[config.mk]
export PLATFORM = sky130hd
export DESIGN_NAME = rgbls_queue
export DESIGN_NICKNAME = d
export VERILOG_FILES = /design/src/rtl/rgbls_pkg.sv /design/src/rtl/rgbls_queue.sv
export SDC_FILE = /design/constraint.sdc
export NUM_CORES = 1
export LEC_CHECK = 0
export ABC_AREA = 1
export BUFFER_PORTS_ARGS = -buffer_cell sky130_fd_sc_hd__buf_2
export CORE_MARGIN = 1
export CORE_UTILIZATION = 47
export DETAILED_ROUTE_END_ITERATION = 6
export PLACE_DENSITY_LB_ADDON = 0.05
export SYNTH_ARGS = -nofsm -noshare
export SYNTH_HDL_FRONTEND = slang
export SYNTH_SLANG_ARGS = --single-unit
export TNS_END_PERCENT = 30
[constraint.sdc]
create_clock -name clk -period 3.02 [get_ports clk]
set_input_delay 0.302 -clock clk [delete_from_list [all_inputs] [get_ports clk]]
set_output_delay 0.302 -clock clk [all_outputs]
set_load 0.005 [all_outputs]
[src/rtl/rgbls_pkg.sv]
// Shared types and constants of the RGB LED strip frame driver.
// No dependencies; the front end, queue, back end and top level import this package.
`default_nettype none

package rgbls_pkg;

  localparam logic [1:0] ACT_WRITE  = 2'd0;
  localparam logic [1:0] ACT_BRIGHT = 2'd1;
  localparam logic [1:0] ACT_SHOW   = 2'd2;
  localparam logic [1:0] ACT_TICK   = 2'd3;

  localparam int CFG_IDX_W  = 3;
  localparam int CFG_DATA_W = 9;

  localparam logic [CFG_IDX_W-1:0] CFG_LED_COUNT    = 3'd0;
  localparam logic [CFG_IDX_W-1:0] CFG_RED_OFFSET   = 3'd1;
  localparam logic [CFG_IDX_W-1:0] CFG_GREEN_OFFSET = 3'd2;
  localparam logic [CFG_IDX_W-1:0] CFG_BLUE_OFFSET  = 3'd3;
  localparam logic [CFG_IDX_W-1:0] CFG_ZERO_HIGH    = 3'd4;
  localparam logic [CFG_IDX_W-1:0] CFG_ONE_HIGH     = 3'd5;
  localparam logic [CFG_IDX_W-1:0] CFG_BIT_PERIOD   = 3'd6;

  localparam logic [8:0] RST_LED_COUNT    = 9'd0;
  localparam logic [1:0] RST_RED_OFFSET   = 2'd1;
  localparam logic [1:0] RST_GREEN_OFFSET = 2'd0;
  localparam logic [1:0] RST_BLUE_OFFSET  = 2'd2;
  localparam logic [7:0] RST_ZERO_HIGH    = 8'd8;
  localparam logic [7:0] RST_ONE_HIGH     = 8'd28;
  localparam logic [7:0] RST_BIT_PERIOD   = 8'd37;

  // offset code that disables storing a color
  localparam logic [1:0] OFF_NONE = 2'b11;
  // dividend used when brightness goes to full
  localparam logic [15:0] FULL_SCALE_NUM = 16'd65535;

  localparam int QUEUE_DEPTH = 2;

  typedef struct packed {
    logic [8:0] led_count;
    logic [1:0] red_offset;
    logic [1:0] green_offset;
    logic [1:0] blue_offset;
    logic [7:0] zero_high_ticks;
    logic [7:0] one_high_ticks;
    logic [7:0] bit_period_ticks;
  } cfg_t;

  typedef struct packed {
    logic [1:0] action;
    logic [7:0] pixel_index;
    logic [7:0] red;
    logic [7:0] green;
    logic [7:0] blue;
    logic [7:0] level;
  } in_item_t;

  typedef struct packed {
    logic pin_level;
    logic sending;
    logic frame_done;
    logic rejected;
  } out_item_t;

  typedef enum logic [2:0] {
    CMD_WRITE,
    CMD_REJECT,
    CMD_BRIGHT,
    CMD_SHOW,
    CMD_TICK
  } cmd_kind_t;

  typedef struct packed {
    cmd_kind_t  kind;
    logic [7:0] pixel_index;
    logic [7:0] red;
    logic [7:0] green;
    logic [7:0] blue;
    logic [7:0] level;
  } cmd_t;

endpackage

`default_nettype wire

[src/rtl/rgbls_queue.sv]
// Short command queue between the front end and the back end.
// Depends on rgbls_pkg.
`default_nettype none

module rgbls_queue
  import rgbls_pkg::*;
(
  input  logic clk,
  input  logic rst_n,
  input  logic push,
  input  cmd_t din,
  output logic full,
  input  logic pop,
  output cmd_t dout,
  output logic empty
);

  localparam int QAW = $clog2(QUEUE_DEPTH);

  cmd_t         slots_r [QUEUE_DEPTH];
  logic [QAW:0] wr_ptr_r;
  logic [QAW:0] rd_ptr_r;

  assign empty = (wr_ptr_r == rd_ptr_r);
  assign full  = (wr_ptr_r[QAW] != rd_ptr_r[QAW]) &&
                 (wr_ptr_r[QAW-1:0] == rd_ptr_r[QAW-1:0]);
  assign dout  = slots_r[rd_ptr_r[QAW-1:0]];

  always_ff @(posedge clk) begin
    if (!rst_n) begin
      wr_ptr_r <= '0;
      rd_ptr_r <= '0;
    end else begin
      if (push && !full) begin
        wr_ptr_r <= wr_ptr_r + 1'b1;
      end
      if (pop && !empty) begin
        rd_ptr_r <= rd_ptr_r + 1'b1;
      end
    end
  end

  always_ff @(posedge clk) begin
    if (push && !full) begin
      slots_r[wr_ptr_r[QAW-1:0]] <= din;
    end
  end

endmodule

`default_nettype wire

==> results of run 1 <==
## power breakdown
part,switching (mW),internal (mW),leakage (nW)
logic,0.190,0.227,0.805
clock network,0.390,0.383,0.0901
registers,0.0251,1.48,0.846
total,0.606,2.09,1.74
## synth_stat cells
| cell type | n | area [um2] |
|---|---|---|
| sky130_fd_sc_hd__a21oi_1 | 4 | 20.0 |
| sky130_fd_sc_hd__buf_12 | 4 | 80.1 |
| sky130_fd_sc_hd__buf_6 | 1 | 11.3 |
| sky130_fd_sc_hd__dfxtp_1 | 5 | 100 |
| sky130_fd_sc_hd__edfxtp_1 | 86 | 2580 |
| sky130_fd_sc_hd__inv_1 | 9 | 33.8 |
| sky130_fd_sc_hd__mux2_2 | 3 | 33.8 |
| sky130_fd_sc_hd__mux2_4 | 40 | 601 |
| sky130_fd_sc_hd__nand2_1 | 16 | 60.1 |
| sky130_fd_sc_hd__nand2_2 | 4 | 25.0 |
| sky130_fd_sc_hd__nand3_1 | 2 | 10.0 |
| sky130_fd_sc_hd__nor2_1 | 6 | 22.5 |
## layout by cell type (no fill, tap or decap)
| cell | Yosys | routed |
|---|---|---|
| sky130_fd_sc_hd__nand2_1 | 16 | 16 |
| sky130_fd_sc_hd__inv_1 | 9 | 8 |
| sky130_fd_sc_hd__nand2_2 | 4 | 4 |
| sky130_fd_sc_hd__clkbuf_1 | 0 | 1 |
| sky130_fd_sc_hd__buf_4 | 0 | 5 |
| sky130_fd_sc_hd__mux2_2 | 3 | 3 |
| sky130_fd_sc_hd__clkinvlp_4 | 0 | 2 |
| sky130_fd_sc_hd__clkbuf_8 | 0 | 9 |
| sky130_fd_sc_hd__bufinv_16 | 0 | 1 |
| sky130_fd_sc_hd__mux2_4 | 40 | 40 |
| sky130_fd_sc_hd__a21oi_1 | 4 | 4 |
| sky130_fd_sc_hd__clkinv_4 | 0 | 2 |
| sky130_fd_sc_hd__nor2_4 | 0 | 1 |
| sky130_fd_sc_hd__edfxtp_1 | 86 | 86 |
| sky130_fd_sc_hd__buf_2 | 0 | 91 |
| sky130_fd_sc_hd__inv_2 | 0 | 1 |
| sky130_fd_sc_hd__nor2_1 | 6 | 5 |
| sky130_fd_sc_hd__nand3_1 | 2 | 2 |
| sky130_fd_sc_hd__clkinv_1 | 0 | 1 |
| sky130_fd_sc_hd__dfxtp_1 | 5 | 4 |
| sky130_fd_sc_hd__dfxtp_2 | 0 | 1 |
## cell families after synthesis
family / count (synthesis) / synth area share
AO/OA/AOI/OAI: 4 / 0.00559
buffers and inverters: 14 / 0.0350
flip-flops: 91 / 0.749
multiplexers: 43 / 0.177
AND/OR/NAND/NOR: 28 / 0.0329
## final timing paths
kind	startpoint	endpoint
max reg2reg	wr_ptr_r[0]	slots_r[0][15]
min	din[36]	slots_r[1][36]
max	wr_ptr_r[0]	slots_r[0][15]
min reg2reg	rd_ptr_r[1]	rd_ptr_r[1]
## stage by stage
step / utilization / setup WS, ns / total power, mW / cells / area, um2
after floorplan: - / 0.0709 / 1.83 / 180 / 3580
after global placement: 0.564 / 1.09 / 1.96 / 370 / 4110
after detailed placement: 0.564 / 1.05 / 1.97 / 370 / 4110
after CTS: 0.591 / 1.04 / 2.74 / 386 / 4310
after global routing: 0.591 / 0.913 / 2.83 / 386 / 4310
final: 0.591 / 1.09 / 2.70 / 386 / 4310
## routing by layer
metal,vias up,GRT usage,routed length [um],part of all wire
li1,870,-,-,-
met1,857,0.195,2460,0.45
met2,56,0.222,2640,0.49
met3,6,0.0295,264,0.049
met4,0,0.0823,64,0.012
met5,-,0,0,0
## registers in the layout (all words and copies together), names as in the netlist, named ones only
name / flops
wr_ptr_r: 2
rd_ptr_r: 2
slots_r: 86
## cell type report
class / instances / share of cell area
multi-input combinational: 75 / 0.181
tap: 99 / 0.0288
clock inverter: 6 / 0.0154
sequential: 91 / 0.623
clock buffer: 10 / 0.0296
timing repair buffer: 96 / 0.114
inverter: 9 / 0.00784
==> summary.log, run 1 <==
qor: run_status.status completed
qor: worst_setup_path.ff2ff_setup_slack 1.09 ns
qor: worst_setup_path.worst_r2r_path_depth 7
qor: synthesis.synthesis.area 0.00358 mm2
qor: floorplan.die_height 89.3 um
qor: synthesis.synth.lib_cells_used.distinct 12
qor: final_layout.area_growth_syn_to_layout 20.3%
qor: floorplan.die_footprint 0.00797 mm2
qor: worst_setup_path.critical_path_cell_by_cell inv_1, nand2_1, nand2_2, nand2_2, nand2_1, nor2_4, buf_4
qor: hold_path.hold-path-cell-count 1
qor: clocking.clk_pin_slew 0.09 ns
qor: final_layout.multiInputGateArea 779 um2
qor: power.peakVddDrop 0.288 mV
qor: global_route.globalRouteTotalUtil 0.145
qor: clocking.cts_setup_buffers 0
qor: global_route.pin_count_of_the_biggest_net_entering_global_routing 31
qor: floorplan.start_util 0.491
qor: floorplan.core 0.00729 mm2
qor: clocking.cts_max_path_buffers 2
qor: worst_setup_path.cp.arrival 1.97 ns
qor: final_layout.antenna_cells 0
qor: drt.detailroute.via_count 1,789
qor: synthesis.cell_count_after_synthesis 180
qor: global_route.grt_antenna_before_repair 0
qor: clocking.cts-htree-levels 3
qor: drt.viasPerCell 4.63
qor: worst_setup_path.worst-path-stages 7
qor: clocking.tritoncts_num_sinks 91
qor: sta.fin_hold_ws 0.145 ns
qor: final_layout.n_fill_cell 598
qor: sta.worstMarginPinSlew 0.545 ns
qor: global_route.number_of_global_route_vias_before_repair 1,674
qor: final_layout.num-nets-final 329
qor: synthesis.synth_fp_nets 227
qor: clocking.cts_buffers 9
qor: flow_run.max_cap_viol_count 0
qor: worst_setup_path.timing_worst_setup_path_type reg2reg
qor: sta.final_period_minus_worst_setup_slack 1.93 ns
qor: synthesis.synth_warnings 0
qor: sta.slew-limit-headroom 0.636
qor: synthesis.postSynthRegisterBits 91
qor: sta.fraction_of_the_cycle_the_final_worst_path_needs 0.640
qor: worst_setup_path.crit_slowest_cell sky130_fd_sc_hd__dfxtp_1
qor: clocking.clk-insertion-delay-late 0.34 ns
qor: power.powerDensity 627 mW/mm2
qor: synthesis.yosysSeqAreaShare 0.749
qor: drt.drt-pass1-iter-count 4
qor: synthesis.synthesis.area_per_instance 19.9 um2
qor: floorplan.floorplan.die.width 89.3 um
qor: worst_setup_path.critPathTopFamily simple AND/OR/NAND/NOR gates
qor: global_route.grt_pass1_wl 8150 um
qor: sta.final_hold_violating_endpoints 0
qor: sta.finalSetupViolCount 0
qor: sta.timing.setup.tns 0 ns
qor: place.routabilityCongestion 0.668
qor: worst_setup_path.max_stage_delay 0.44 ns
qor: drt.post-route-drc-count 0
qor: sta.unrepaired_setup_endpoints_after_global_routing false
qor: drt.wirelength 5430 um
qor: hold_path.timing.hold.worst.class in2reg
qor: floorplan.floorplan.io_pins 92
qor: worst_setup_path.startpoint_type flip-flop
qor: final_layout.layout.area.seq 0.00268 mm2
qor: final_layout.layout-drive-gt1-share 0.557
qor: worst_setup_path.worst-path-buf-inv 2
qor: worst_setup_path.required 3.05 ns
qor: clocking.post_cts_resized 0
qor: sta.largest_clock_skew_in_the_final_design 0.00770 ns
qor: place.place.port_buffers 91
qor: drt.drt-initial-drc-count 68
qor: worst_setup_path.worst_setup_path_end_kind flip-flop
qor: power.p_leak 1.74 nW
qor: drt.wl_per_cell 14.1 um
qor: worst_setup_path.critical_path.max_fanout 19
qor: clocking.ctsRootBufferMaster sky130_fd_sc_hd__clkbuf_8
qor: clocking.hold_buffers 0
qor: clocking.tritoncts built
qor: floorplan.num_rows 31
qor: drt.drtAntennaViolNets 0
qor: place.hpwl 3710 um
qor: global_route.globalRouteOverflowTotal 0
qor: sta.timing.final.max_slew_violations 0
qor: sta.fmax 517 MHz
(Power assumes the default switching activity.)
==> run 2: changes to the inputs <==
==> constraint.sdc (replaced) <==
create_clock -name clk -period 1.6 [get_ports clk]
set_input_delay 0.16 -clock clk [delete_from_list [all_inputs] [get_ports clk]]
set_output_delay 0.16 -clock clk [all_outputs]
set_load 0.005 [all_outputs]
==> run 2 against run 1 <==
Effect of this change:
- sequential power increased by 89%
- total power grew 100%
- critical path depth fell by 4
- worst setup slack worse by 1.1 ns
- design area rose by 16%
- sequential share of layout area down 8.2 points
- die area did not move
- flip-flop and latch count unchanged
- largest power group unchanged
==> summary.log, run 2 (synthesized netlist as in run 1, its figures left out) <==
qor: run_status.status completed
qor: floorplan.die_height 89.3 um
qor: clocking.cts_setup_buffers 0
qor: drt.drt-pass1-iter-count 4
qor: clocking.tritoncts_num_sinks 91
qor: global_route.globalRouteTotalUtil 0.154
qor: sta.worstMarginPinSlew 0.170 ns
qor: final_layout.layout-drive-gt1-share 0.508
qor: sta.fraction_of_the_cycle_the_final_worst_path_needs 0.990
qor: sta.unrepaired_setup_endpoints_after_global_routing true
qor: power.powerDensity 1100 mW/mm2
qor: sta.finalSetupViolCount 0
qor: sta.fmax 632 MHz
qor: floorplan.floorplan.io_pins 92
qor: final_layout.num-nets-final 370
qor: sta.slew-limit-headroom 0.887
qor: worst_setup_path.worst_r2r_path_depth 7
qor: clocking.cts_max_path_buffers 2
qor: drt.wirelength 5840 um
qor: clocking.cts-htree-levels 3
qor: final_layout.final_cells 426
qor: clocking.clk_pin_slew 0.08 ns
qor: final_layout.antenna_cells 0
qor: place.detailed_place.area 0.00421 mm2
qor: final_layout.final_design_area_no_fill 0.00498 mm2
qor: sta.setup_slack 0.0167 ns
qor: worst_setup_path.startpoint_type flip-flop
qor: sta.largest_clock_skew_in_the_final_design 0.00784 ns
qor: worst_setup_path.critical_path.max_fanout 20
qor: floorplan.floorplan.die.width 89.3 um
qor: drt.wl_per_cell 13.7 um
qor: hold_path.timing.hold.worst.class in2reg
qor: drt.detailroute.via_count 1,952
qor: global_route.pin_count_of_the_biggest_net_entering_global_routing 24
qor: global_route.grt_antenna_before_repair 0
qor: power.peakVddDrop 0.605 mV
qor: clocking.clk-insertion-delay-late 0.34 ns
qor: global_route.number_of_global_route_vias_before_repair 1,871
qor: sta.final_hold_violating_endpoints 0
qor: worst_setup_path.timing_worst_setup_path_type reg2out
qor: final_layout.area_growth_syn_to_layout 39.0%
qor: final_layout.largest_register_ffs 86
qor: drt.post-route-drc-count 0
qor: floorplan.start_util 0.491
qor: sta.final_period_minus_worst_setup_slack 1.58 ns
qor: worst_setup_path.endpoint dout[36]
qor: final_layout.mostFrequentLayoutCell sky130_fd_sc_hd__edfxtp_1
qor: power.p_leak 2.00 nW
qor: clocking.tritoncts built
qor: sta.timing.final.max_slew_violations 0
qor: place.dpl.cell_count 371
qor: final_layout.layout_common_cells sky130_fd_sc_hd__edfxtp_1 (86), sky130_fd_sc_hd__buf_2 (71), sky130_fd_sc_hd__mux2_4 (43)
qor: place.place_ws 0.201 ns
qor: place.place.port_buffers 91
qor: clocking.cts_buffers 9
qor: worst_setup_path.critical_path.reg2reg.startpoint wr_ptr_r[1]
qor: drt.drtAntennaViolNets 0
qor: worst_setup_path.ff2ff_setup_slack 0.20 ns
qor: power.design_power_total 5.49 mW
qor: flow_run.max_cap_viol_count 0
qor: worst_setup_path.worst_setup_path_end_kind output pin
qor: sta.fin_hold_ws 0.0193 ns
qor: floorplan.core 0.00729 mm2
qor: place.routabilityCongestion 0.743
qor: worst_setup_path.cp.arrival 1.42 ns
qor: worst_setup_path.required 1.44 ns
qor: place.hpwl 3590 um
qor: clocking.ctsRootBufferMaster sky130_fd_sc_hd__clkbuf_8
qor: drt.drt-initial-drc-count 102
qor: floorplan.die_footprint 0.00797 mm2
qor: drt.viasPerCell 4.58
qor: floorplan.num_rows 31
qor: global_route.grt_pass1_wl 8740 um
qor: global_route.globalRouteOverflowTotal 0
qor: worst_setup_path.worstReg2RegEnd slots_r[0][18]
run 2: changes by cell type in the layout (fill, tap and decap cells not counted), moves of 5 or more:
cell                            change
sky130_fd_sc_hd__dlygate4sd3_1     +39
sky130_fd_sc_hd__buf_2             -20
sky130_fd_sc_hd__buf_6             +20
sky130_fd_sc_hd__buf_12             +6
sky130_fd_sc_hd__buf_4              -5
run 2: worst min-delay path by stage:
stage	slack [ns]	cells after the start	startpoint	end
final	0.02	1	din[19]	slots_r[0][19]
after global routing	0.003	1	din[19]	slots_r[0][19]
after CTS	0.001	1	din[19]	slots_r[0][19]
after detailed placement	0.35	1	din[15]	slots_r[1][15]
after global placement	0.35	1	din[11]	slots_r[1][11]
after floorplan	0.26	0	din[0]	slots_r[0][0]
run 2: layout make-up:
type	count	area, um2
timing repair buffer	137	1120
fill	527	2310
tap	99	124
sequential	91	2690
clock inverter	5	78.8
inverter	9	37.5
clock buffer	10	128
multi-input combinational	75	798
run 2: power breakdown:
group          internal, mW  switching [mW]
logic                 0.641           0.403
registers              2.80          0.0572
clock network         0.866           0.722
run 2: what timing repair did:
item	4_1_cts	5_1_grt
setup endpoints to repair	3	23
hold buffers	38	1
pin swaps	0	0
gates cloned	1	0
endpoints found under the hold margin	76	2
resized for setup	16	9
run 2: per-layer routing:
| metal | vias to the layer above | global-route usage | part of all wire | wire length [um] |
|---|---|---|---|---|
| li1 | 954 | - | - | - |
| met1 | 936 | 0.193 | 0.43 | 2510 |
| met2 | 53 | 0.253 | 0.52 | 3010 |
| met3 | 9 | 0.0342 | 0.038 | 221 |
| met4 | 0 | 0.0779 | 0.015 | 90 |
| met5 | - | 0 | 0 | 0 |
run 2: metrics by stage:
stage | TNS, ns | utilization
CTS | -0.144 | 0.675
finish | 0 | 0.683
global placement | 0 | 0.578
floorplan | -8.21 | -
global route | -0.767 | 0.683
detailed placement | 0 | 0.578
run 2: worst max-delay path, stage by stage (launching register included):
cell and delay, ns:
sky130_fd_sc_hd__dfxtp_4 0.42, sky130_fd_sc_hd__buf_12 0.21, sky130_fd_sc_hd__mux2_4 0.33, sky130_fd_sc_hd__buf_6 0.12
==> run 3: changes to the inputs <==
--- a/config.mk
+++ b/config.mk
@@ -5,11 +5,11 @@
 export SDC_FILE = /design/constraint.sdc
 export NUM_CORES = 1
 export LEC_CHECK = 0
-export ABC_AREA = 1
 export BUFFER_PORTS_ARGS = -buffer_cell sky130_fd_sc_hd__buf_2
 export CORE_MARGIN = 1
-export CORE_UTILIZATION = 47
+export CORE_UTILIZATION = 46
 export DETAILED_ROUTE_END_ITERATION = 6
+export GPL_TIMING_DRIVEN = 0
 export PLACE_DENSITY_LB_ADDON = 0.05
 export SYNTH_ARGS = -nofsm -noshare
 export SYNTH_HDL_FRONTEND = slang
==> run 3 against run 2 <==
Effect of this change:
- final cell count shrank 3.5%
- the run now ends with setup timing left
- clock skew shrank 0.0017 ns
- design area shrank 6.7%
- clock power shrank 11%
- combinational power shrank 31%
- clock-buffer cell count is the same
- die area shrank 4.0%
- largest cell class unchanged
- critical path depth grew 1
- utilization shrank 1.0 points
- sequential share of layout area grew 3.8 points
- total power shrank 9.4%
==> summary.log, run 3 <==
qor: synthesis.ys_top_cells_by_count sky130_fd_sc_hd__edfxtp_1 (86), sky130_fd_sc_hd__mux2_2 (43), sky130_fd_sc_hd__buf_2 (5), sky130_fd_sc_hd__dfxtp_1 (5), sky130_fd_sc_hd__nor2_1 (5)
qor: synthesis.proportion_of_synthesized_area_in_mux_cells 0.150
qor: synthesis.synth_async_sr_flop_share 0
qor: sta.largest_clock_skew_in_the_final_design 0.00613 ns
qor: sta.timing.setup.tns -0.403 ns
qor: synthesis.synth_warnings 0
qor: power.powerDensity 1070 mW/mm2
qor: synthesis.cell_count_after_synthesis 166
qor: worst_setup_path.critical_path_cell_by_cell buf_4, buf_6, mux2_2, buf_2
qor: synthesis.synth_compound_gate_area_share 0.0153
qor: global_route.grt_pass1_wl 9280 um
qor: sta.timing.final.max_slew_violations 0
qor: final_layout.largest_register_ffs 86
qor: synthesis.synthesis.area_per_instance 20.2 um2
qor: worst_setup_path.timing_worst_setup_path_type reg2out
qor: run_status.status finished with violations
qor: clocking.cts_max_path_buffers 2
qor: synthesis.most_area_consuming_cells_after_synthesis sky130_fd_sc_hd__edfxtp_1 (77%), sky130_fd_sc_hd__mux2_2 (14%), sky130_fd_sc_hd__dfxtp_1 (3.0%)
qor: worst_setup_path.critPathTopFamily buffers and inverters
qor: synthesis.synth-edff-count 86
qor: sta.unrepaired_setup_endpoints_after_global_routing true
qor: final_layout.antenna_cells 0
qor: final_layout.layout-drive-gt1-share 0.517
qor: floorplan.die_footprint 0.00765 mm2
qor: synthesis.synthesis.area 0.00336 mm2
qor: drt.drtAntennaViolNets 0
qor: synthesis.dominant_combinational_cell_family_by_area_after_synthesis multiplexers
qor: place.place.port_buffers 91
qor: worst_setup_path.max_stage_delay 0.35 ns
qor: drt.wl_per_cell 14.7 um
qor: final_layout.layout_common_cells sky130_fd_sc_hd__buf_2 (91), sky130_fd_sc_hd__edfxtp_1 (86), sky130_fd_sc_hd__mux2_2 (43)
qor: sta.slew-limit-headroom 0.662
qor: drt.viasPerCell 4.83
qor: synthesis.post_synth_fa_ha_maj_area_fraction 0
qor: floorplan.start_util 0.487
qor: worst_setup_path.critical_path.max_fanout 10
qor: clocking.cts-htree-levels 3
qor: sta.worstMarginPinSlew 0.506 ns
qor: sta.fmax 615 MHz
qor: global_route.grt_antenna_before_repair 0
qor: synthesis.post_synth_xor_area_fraction 0.0101
qor: place.dpl.cell_count 354
qor: final_layout.n_fill_cell 538
qor: synthesis.yosysSeqAreaShare 0.798
qor: global_route.globalRouteTotalUtil 0.167
qor: sta.fin_hold_ws 0.0147 ns
qor: floorplan.floorplan.die.width 87.5 um
qor: synthesis.most_frequently_used_flop_master_after_synthesis sky130_fd_sc_hd__edfxtp_1
qor: synthesis.synth.lib_cells_used.distinct 20
qor: place.detailed_place.area 0.00399 mm2
qor: sta.setup_slack -0.0263 ns
qor: worst_setup_path.worstReg2RegEnd slots_r[1][3]
qor: hold_path.timing.hold.worst.class in2reg
qor: place.hpwl 3530 um
qor: clocking.tritoncts built
qor: synthesis.synth_area_leader_cell sky130_fd_sc_hd__edfxtp_1
qor: final_layout.final_cells 411
qor: final_layout.area_growth_syn_to_layout 38.2%
qor: worst_setup_path.worst_setup_path_end_kind output pin
qor: synthesis.synthMostInstantiatedCell sky130_fd_sc_hd__edfxtp_1
qor: drt.detailroute.via_count 1,985
qor: power.p_leak 1.75 nW
qor: run_status.violations setup timing
qor: power.peakVddDrop 0.770 mV
qor: hold_path.hold-path-cell-count 1
qor: drt.drt-initial-drc-count 75
qor: floorplan.core 0.00691 mm2
qor: worst_setup_path.cp.arrival 1.47 ns
qor: clocking.ctsRootBufferMaster sky130_fd_sc_hd__clkbuf_8
qor: floorplan.floorplan.io_pins 92
qor: drt.drt-pass1-iter-count 4
qor: global_route.pin_count_of_the_biggest_net_entering_global_routing 23
qor: clocking.cts_buffers 9
qor: worst_setup_path.worst_r2r_path_depth 3
qor: worst_setup_path.ff2ff_setup_slack 0.02 ns
qor: hold_path.worstHoldEndpoint slots_r[0][9]
qor: clocking.clk-insertion-delay-late 0.34 ns
qor: hold_path.timing.hold.worst.start din[9]
qor: worst_setup_path.required 1.44 ns
qor: floorplan.num_rows 30
qor: sta.fraction_of_the_cycle_the_final_worst_path_needs 1.02
qor: flow_run.max_cap_viol_count 0
qor: global_route.globalRouteOverflowTotal 0
qor: final_layout.num-nets-final 359
qor: global_route.number_of_global_route_vias_before_repair 2,003
qor: worst_setup_path.critical_path.reg2reg.startpoint rd_ptr_r[1]
qor: final_layout.final_design_area_no_fill 0.00464 mm2
qor: place.routabilityCongestion 0.716
qor: worst_setup_path.worst-path-buf-inv 3
qor: clocking.clk_pin_slew 0.08 ns
qor: floorplan.die_height 87.5 um
qor: place.place_ws -0.465 ns
qor: drt.post-route-drc-count 0
qor: clocking.tritoncts_num_sinks 91
qor: final_layout.mostFrequentLayoutCell sky130_fd_sc_hd__buf_2
qor: worst_setup_path.startpoint_type flip-flop
qor: worst_setup_path.crit_slowest_cell sky130_fd_sc_hd__mux2_2
qor: synthesis.yosys.area_share.simple 0.0164
qor: sta.final_hold_violating_endpoints 0
qor: synthesis.postSynthRegisterBits 91
qor: sta.final_period_minus_worst_setup_slack 1.63 ns
qor: drt.wirelength 6040 um
qor: synthesis.synth_fp_nets 213
qor: synthesis.yosysTopAreaCellShare 0.768
qor: sta.finalSetupViolCount 39
run 3: logic make-up after synthesis:
logic type | Yosys count
xor gates and xnor gates | 3
AOI/OAI and AO/OA | 8
DFF | 91
and+or+nand+nor | 12
buffers and inverters | 7
muxes | 45
run 3: how the worst max path moves through the flow:
stage,startpoint,to,slack [ns],cells after the start
6_report,flip-flop,dout[14],-0.03,4
3_5_place_dp,rd_ptr_r[0],slots_r[0][39],-0.47,4
4_1_cts,wr_ptr_r[1],slots_r[0][13],-0.09,3
3_3_place_gp,wr_ptr_r[0],slots_r[1][39],-0.61,2
5_1_grt,flip-flop,dout[29],-0.12,4
2_1_floorplan,wr_ptr_r[1],slots_r[1][0],-0.13,2
run 3: power by group:
part / internal, mW / switching (mW) / total [mW]
Sequential: 2.80 / 0.0454 / 2.85
Clock: 0.695 / 0.718 / 1.41
Combinational: 0.386 / 0.327 / 0.713
run 3: layer usage:
metal / global-route usage / part of all wire
met3: 0.0436 / 0.047
met5: 0 / 0
met1: 0.205 / 0.45
met2: 0.280 / 0.49
met4: 0.0760 / 0.015
run 3: final cells by class:
| cell class | count | area, um2 | share of cell area |
|---|---|---|---|
| buffer | 6 | 60.1 | 0.0129 |
| inverter | 1 | 3.75 | 0.000808 |
| timing repair buffer | 133 | 893 | 0.192 |
| clock buffer | 10 | 128 | 0.0275 |
| tap | 96 | 120 | 0.0259 |
| sequential | 91 | 2690 | 0.579 |
| clock inverter | 4 | 43.8 | 0.00943 |
| multi-input combinational | 70 | 704 | 0.152 |
run 3: metrics by stage:
stage | power, mW | util
floorplan | 3.22 | -
global placement | 3.49 | 0.574
detailed placement | 3.51 | 0.578
CTS | 5.02 | 0.667
global route | 5.20 | 0.672
finish | 4.97 | 0.672
run 3: what timing repair did:
| action | 4_1_cts | 5_1_grt |
|---|---|---|
| gates cloned | 2 | 0 |
| setup buffers | 0 | 0 |
| pin swaps | 1 | 2 |
| hold buffers | 39 | 2 |
| endpoints found under the setup margin | 126 | 97 |
| hold endpoints to repair | 75 | 3 |
| gates resized for setup | 15 | 5 |
